===== config.mk =====
export PLATFORM = sky130hd
export DESIGN_NAME = roiqp_queue
export DESIGN_NICKNAME = d
export VERILOG_FILES = /design/src/hdl/roiqp_pkg.sv /design/src/hdl/roiqp_queue.sv
export SDC_FILE = /design/constraint.sdc
export NUM_CORES = 1
export LEC_CHECK = 0
export ABC_AREA = 0
export BUFFER_PORTS_ARGS = -buffer_cell sky130_fd_sc_hd__buf_2
export CORE_MARGIN = 4
export CORE_UTILIZATION = 45
export CTS_BUF_LIST = sky130_fd_sc_hd__clkbuf_16
export DETAILED_ROUTE_END_ITERATION = 16
export PLACE_DENSITY = 0.62
export SETUP_SLACK_MARGIN = 0.15
export SLEW_MARGIN = 30
export SYNTH_ARGS = -nofsm -noshare
export SYNTH_HDL_FRONTEND = slang
export SYNTH_SLANG_ARGS = --single-unit

===== constraint.sdc =====
create_clock -name clk -period 2.2 [get_ports clk]
set_input_delay 0.55 -clock clk [delete_from_list [all_inputs] [get_ports clk]]
set_output_delay 0.55 -clock clk [all_outputs]
set_load 0.005 [all_outputs]

===== src/hdl/roiqp_pkg.sv =====
// roiqp_pkg: shared types, constants and helpers for the roi qp delta grid painter
// no dependencies
package roiqp_pkg;

  localparam int MAX_COLS        = 256;
  localparam int MAX_ROWS        = 256;
  localparam int COORD_FRAC_BITS = 16;
  localparam int COL_W           = $clog2(MAX_COLS);
  localparam int ROW_W           = $clog2(MAX_ROWS);
  localparam int ADDR_W          = COL_W + ROW_W;
  localparam int QUEUE_DEPTH     = 4;
  localparam int QPTR_W          = $clog2(QUEUE_DEPTH);

  typedef enum logic [1:0] {
    OP_CLEAR = 2'd0,
    OP_PAINT = 2'd1,
    OP_READ  = 2'd2,
    OP_NONE  = 2'd3
  } opcode_t;

  typedef enum logic [2:0] {
    REG_FRAME_W   = 3'd0,
    REG_FRAME_H   = 3'd1,
    REG_BLOCK     = 3'd2,
    REG_BG        = 3'd3,
    REG_KIND_EN   = 3'd4,
    REG_KIND_DLT  = 3'd5,
    REG_KIND_PADS = 3'd6
  } reg_idx_t;

  typedef struct packed {
    logic [1:0]  opcode;
    logic [1:0]  box_kind;
    logic [16:0] box_left;
    logic [16:0] box_top;
    logic [16:0] box_width;
    logic [16:0] box_height;
    logic [7:0]  cell_col;
    logic [7:0]  cell_row;
  } in_item_t;

  typedef struct packed {
    logic signed [6:0] cell_delta;
    logic [8:0]        grid_cols;
    logic [8:0]        grid_rows;
  } out_item_t;

  // one job for the back end: a cell rectangle filled with a delta, lowered to a delta where smaller, or one cell read
  typedef enum logic [1:0] {
    JOB_FILL  = 2'd0,
    JOB_MIN   = 2'd1,
    JOB_READ  = 2'd2
  } job_kind_t;

  typedef struct packed {
    job_kind_t         kind;
    logic [COL_W-1:0]  c0;
    logic [COL_W-1:0]  c1;
    logic [ROW_W-1:0]  r0;
    logic [ROW_W-1:0]  r1;
    logic signed [6:0] delta;
  } job_t;

  typedef struct packed {
    logic [COL_W:0] cols;
    logic [ROW_W:0] rows;
  } grid_dim_t;

  function automatic logic signed [6:0] clamp51(input logic signed [9:0] v);
    if (v < -10'sd51) return -7'sd51;
    if (v > 10'sd51) return 7'sd51;
    return v[6:0];
  endfunction

endpackage


===== src/hdl/roiqp_queue.sv =====
// roiqp_queue: short job queue between front and back
// depends on roiqp_pkg
module roiqp_queue import roiqp_pkg::*; (
  input  logic clk,
  input  logic rst_n,
  input  logic push,
  input  job_t push_job,
  output logic full,
  input  logic pop,
  output job_t head,
  output logic not_empty
);
  job_t mem_r [QUEUE_DEPTH];
  logic [QPTR_W-1:0] wp_r, rp_r;
  logic [QPTR_W:0] cnt_r;

  always_ff @(posedge clk) begin
    if (!rst_n) begin
      wp_r <= '0; rp_r <= '0; cnt_r <= '0;
    end else begin
      if (push) wp_r <= wp_r + 1'b1;
      if (pop) rp_r <= rp_r + 1'b1;
      cnt_r <= cnt_r + (QPTR_W+1)'(push) - (QPTR_W+1)'(pop);
    end
    if (push) mem_r[wp_r] <= push_job;
  end
  assign head      = mem_r[rp_r];
  assign full      = (cnt_r == (QPTR_W+1)'(QUEUE_DEPTH));
  assign not_empty = (cnt_r != '0);
endmodule


* After elaboration in Yosys (flattened, before gate mapping)
Memory sizes are Yosys's and may differ from the RTL's. A register that Yosys moved wholly into a read port is not among the register bits.
Cells that the tools add are included.
** Storage, ports and cells
- Register bits after elaboration :: 7
- Latch bits :: 0
- Bits in writable memories :: 164
- Bits in read-only memories :: 0
- Bits of input ports :: 45
- Output and inout port bits :: 43
- Logic and storage cells :: 14
- Memories :: 1
** Operators by class
- Add/subtract/negate cells :: 4
- $mul :: 0
- Div/mod/pow operators :: 0
- Magnitude comparators :: 0
- Equal/unequal tests :: 1
- Shift operators :: 0
- Mux-type cells :: 4
- Bitwise logic cells :: 0
- Reductions and logical operators :: 1
** Memory list
- mem_r :: depth 4, width 41, rd ports 1, clocked after Yosys merged registers in 1, write ports 1, line roiqp_queue.sv:13 : job_t mem_r [QUEUE_DEPTH];
** Operators by type and width (number)
- 2-bit by 1-bit adder with 2-bit output (second input constant) :: 2
- 2-bit 2-to-1 mux :: 2
- 3-bit by 1-bit adder with 3-bit output :: 1
- 3-bit equality test (second input constant) :: 1
- 3-bit nonzero test :: 1
- 3-bit by 1-bit subtractor with 3-bit output :: 1
- 1-bit 2-to-1 mux :: 2

* Depth between registers and ports, before layout
- Depth in word-level cells :: 3
- Gate-level depth with buffers :: 7

* Worst setup path before layout
Ideal clock, no wire load.
- Kind :: input-to-reg
- Start point :: input push
- End point :: memory mem_r[0][0] (netlist name), enable pin
- Library setup time :: 0.402 ns
- Data arrival time :: 1.544 ns
- Required time :: 1.798 ns
- Path slack :: 0.254 ns
- Stages on the path :: 1
- Cell sequence :: and2_1
** Between the ends
- Word-level cells in the longest chain between the ends :: 2
** Ends and longest elaborated chain
- start, declared :: line roiqp_queue.sv:6 : input logic push,
- 1-bit 2-to-1 mux :: line roiqp_queue.sv:25 : if (push) mem_r[wp_r] <= push_job;
- 1-bit 2-to-1 mux (implied by the code) :: line roiqp_queue.sv:25
- end, declared :: line roiqp_queue.sv:13
Every way passes these cells.

==> impl_metrics.py <==
metrics = {
    "status": {
        "outcome": "complete, but fails checks",
        "violations": "negative setup slack",
    },
    "grt": {
        "grt_pass1_vias": 3168,
        "grt-ovfl-total": 0,
        "grt.total_usage": 0.150,
        "grt_max_degree": 27,
        "antenna_found_initial": 0,
        "grt_first_pass_wirelength_um": 17700,
    },
    "logic_synthesis": {
        "seq_area_frac_synth": 0.796,
        "synth_top_area_share": 0.768,
        "synth_seq_cells": 173,
        "synth_area_leaders": "edfxtp_1, mux4_2, dfxtp_1",
        "synth_fp_nets": 310,
        "synthCells": 258,
        "synthesis.area_um2": 6410,
        "synth_edf_count": 164,
        "async_flop_share": 0,
        "synth_warnings": 0,
        "yosysTopAreaCell": "edfxtp_1",
        "syn_avg_cell_area_um2": 24.8,
        "synth_cell_types": 21,
        "ys.flop_type": "edfxtp_1",
    },
    "layout": {
        "drive_gt1_frac": 0.470,
        "fillerInstances": 1039,
        "post-route-util": 0.562,
        "area_growth_pct": 22.2,
        "final_area_um2": 7840,
        "antenna_cells": 0,
        "nNetsFinal": 424,
        "final-instance-count-excl-fill": 565,
        "final_common_cell": "edfxtp_1",
        "most-common-layout-cells": "edfxtp_1, buf_2, mux4_2",
    },
    "power": {
        "combPwrFrac": 0.099,
        "p_leak_nw": 2.73,
        "p_switching_mw": 1.56,
        "power_density_nw_per_um2": 974,
        "p_seq_frac": 0.502,
        "power.share.switching": 0.204,
        "clkPwrFrac": 0.399,
        "ir_worst_vdd_uv": 510,
        "p_int_mw": 6.07,
    },
    "sta": {
        "setup_slack_ps": -88.7,
        "hold_violations": 0,
        "setup_viol": 37,
        "timing.slew.headroom": 0.733,
        "slew_violations": 0,
        "whs_ps": 341,
        "max_slew.worst_pin.slew_ps": 401,
        "period_share": 1.04,
        "min_period_ps": 2290,
        "max_freq_mhz": 437,
        "rsz0062_at_grt": "true",
        "skew_ps": 5.84,
    },
    "worst_setup_path": {
        "cp.arrival_ps": 1740,
        "r2r_end": "cnt_r[2]",
        "path_delay_family": "multiplexers",
        "worstRegToRegCells": 7,
        "worst-setup-path-type": "flop to primary output",
        "cp_max_fo": 5,
        "path_buf_inv": 3,
        "worstReg2RegStart": "cnt_r[0]",
        "setup.worst_path.end_class": "primary output",
        "path_cells": "buf_12 -> clkbuf_16 -> mux4_2 -> buf_2",
        "required_ps": 1650,
        "cp_slowest_cell": "mux4_2",
        "setup.worst_path.start_class": "flop",
        "slowest_delay_ps": 490,
        "r2r_setup_slack_ps": 440,
    },
    "placement": {
        "gp_congestion": 0.694,
        "io_buffers": 87,
        "place_area_um2": 7090,
        "placed_cells": 528,
        "dp_slack_ps": 104,
        "dpl.hpwl_um": 6710,
    },
    "routing": {
        "via_count": 2904,
        "post-route-drc-count": 0,
        "antenna_left": 0,
        "drt-initial-drc-count": 156,
        "top_layer_used": "met4",
        "wl_met1_um": 4790,
        "wirelength_um": 11200,
        "wl_met3_um": 614,
        "dr_wl_met2_um": 5640,
        "dr.pass1.iters": 4,
        "vias_per_cell": 5.14,
        "wire_per_inst_um": 19.9,
    },
    "clock_network": {
        "cts_hold_buf": 0,
        "clk_pin_slew_ps": 60,
        "cts.path.max_buffers": 2,
        "cts_buffers": 17,
        "cts_root_buf": "clkbuf_16",
        "clock_latency_ps": 420,
        "clock-sinks": 173,
        "cts_tree": "built",
        "htreeDepth": 4,
    },
    "floorplanning": {
        "dieWidth_um": 127,
        "num_rows": 43,
        "die_y_um": 127,
        "ios": 88,
        "fp.coreArea_um2": 13900,
        "start_util": 0.460,
        "die-area_um2": 16200,
    },
    "min_path": {
        "hold_class": "input pin to flop",
        "min_from": "push_job[21]",
        "hold_end": "mem_r[2][21]",
        "hold_path_depth": 1,
    },
    "job": {
        "drv_cap": 0,
    },
}
metrics by stage:
step	setup TNS (ps)	power (mW)
6_report	-1300	7.63
5_1_grt	-4200	7.95
4_1_cts	-2550	7.69
3_5_place_dp	0	4.62
3_3_place_gp	0	4.59
2_1_floorplan	0	4.32
worst max path at each step:
| stage | cells after the start | slack, ps | start | to |
|---|---|---|---|---|
| after floorplan | 1 | 250 | push | mem_r[0][0] |
| after global placement | 7 | 170 | pop | cnt_r[2] |
| after detailed placement | 7 | 100 | pop | cnt_r[2] |
| after CTS | 4 | -110 | flop | head[21] |
| after global routing | 4 | -150 | flop | head[13] |
| final | 4 | -90 | flop | head[21] |
layout make-up:
class / count / area (µm²) / area share
Clock inverter: 15 / 180 / 0.0230
Sequential cell: 173 / 5110 / 0.652
Timing Repair Buffer: 105 / 703 / 0.0897
Clock buffer: 17 / 425 / 0.0543
Multi-Input combinational cell: 68 / 1170 / 0.149
Inverter: 7 / 26.3 / 0.00335
Tap cell: 180 / 225 / 0.0287
power groups by stage:
stage	registers [mW]	logic, mW	clock network [mW]
global route	3.85	0.833	3.27
floorplan	3.89	0.431	0
detailed placement	3.90	0.714	0
finish	3.83	0.755	3.04
CTS	3.84	0.767	3.09
global placement	3.89	0.698	0
metal layers:
metal | global-route usage | vias up
met3 | 0.0464 | 18
li1 | - | 1307
met1 | 0.194 | 1504
met4 | 0.0625 | 0
met5 | 0 | -
met2 | 0.237 | 75
state kept, by name, summed over array words and instances (netlist names), named ones only:
signal / cells
wp_r: 2
mem_r: 164
cnt_r: 3
rp_r: 2
cells by family (layout without fill, tap and decap cells):
group,count (synthesis),in the layout,synth area share
XOR/XNOR,3,3,0.00644
adder cells (fa/ha/maj),7,7,0.0148
AO/OA/AOI/OAI,2,2,0.00234
flip-flops,173,173,0.796
AND/OR/NAND/NOR,14,14,0.0119
multiplexers,42,42,0.146
buffers and inverters,17,144,0.0221
cell usage after synthesis (2+ instances only):
cell type,count
xnor2_1,2
edfxtp_1,164
mux4_2,40
nor2_1,5
buf_12,4
inv_1,7
ha_1,6
dfxtp_1,9
buf_2,4
and2_1,6
repair_timing:
item                       in CTS  in global routing
buffers inserted                2                  0
setup endpoints to repair      41                 41
gates cloned                    2                  1
resized for setup               7                  1
No activity file was read; power rests on OpenSTA's default activity.
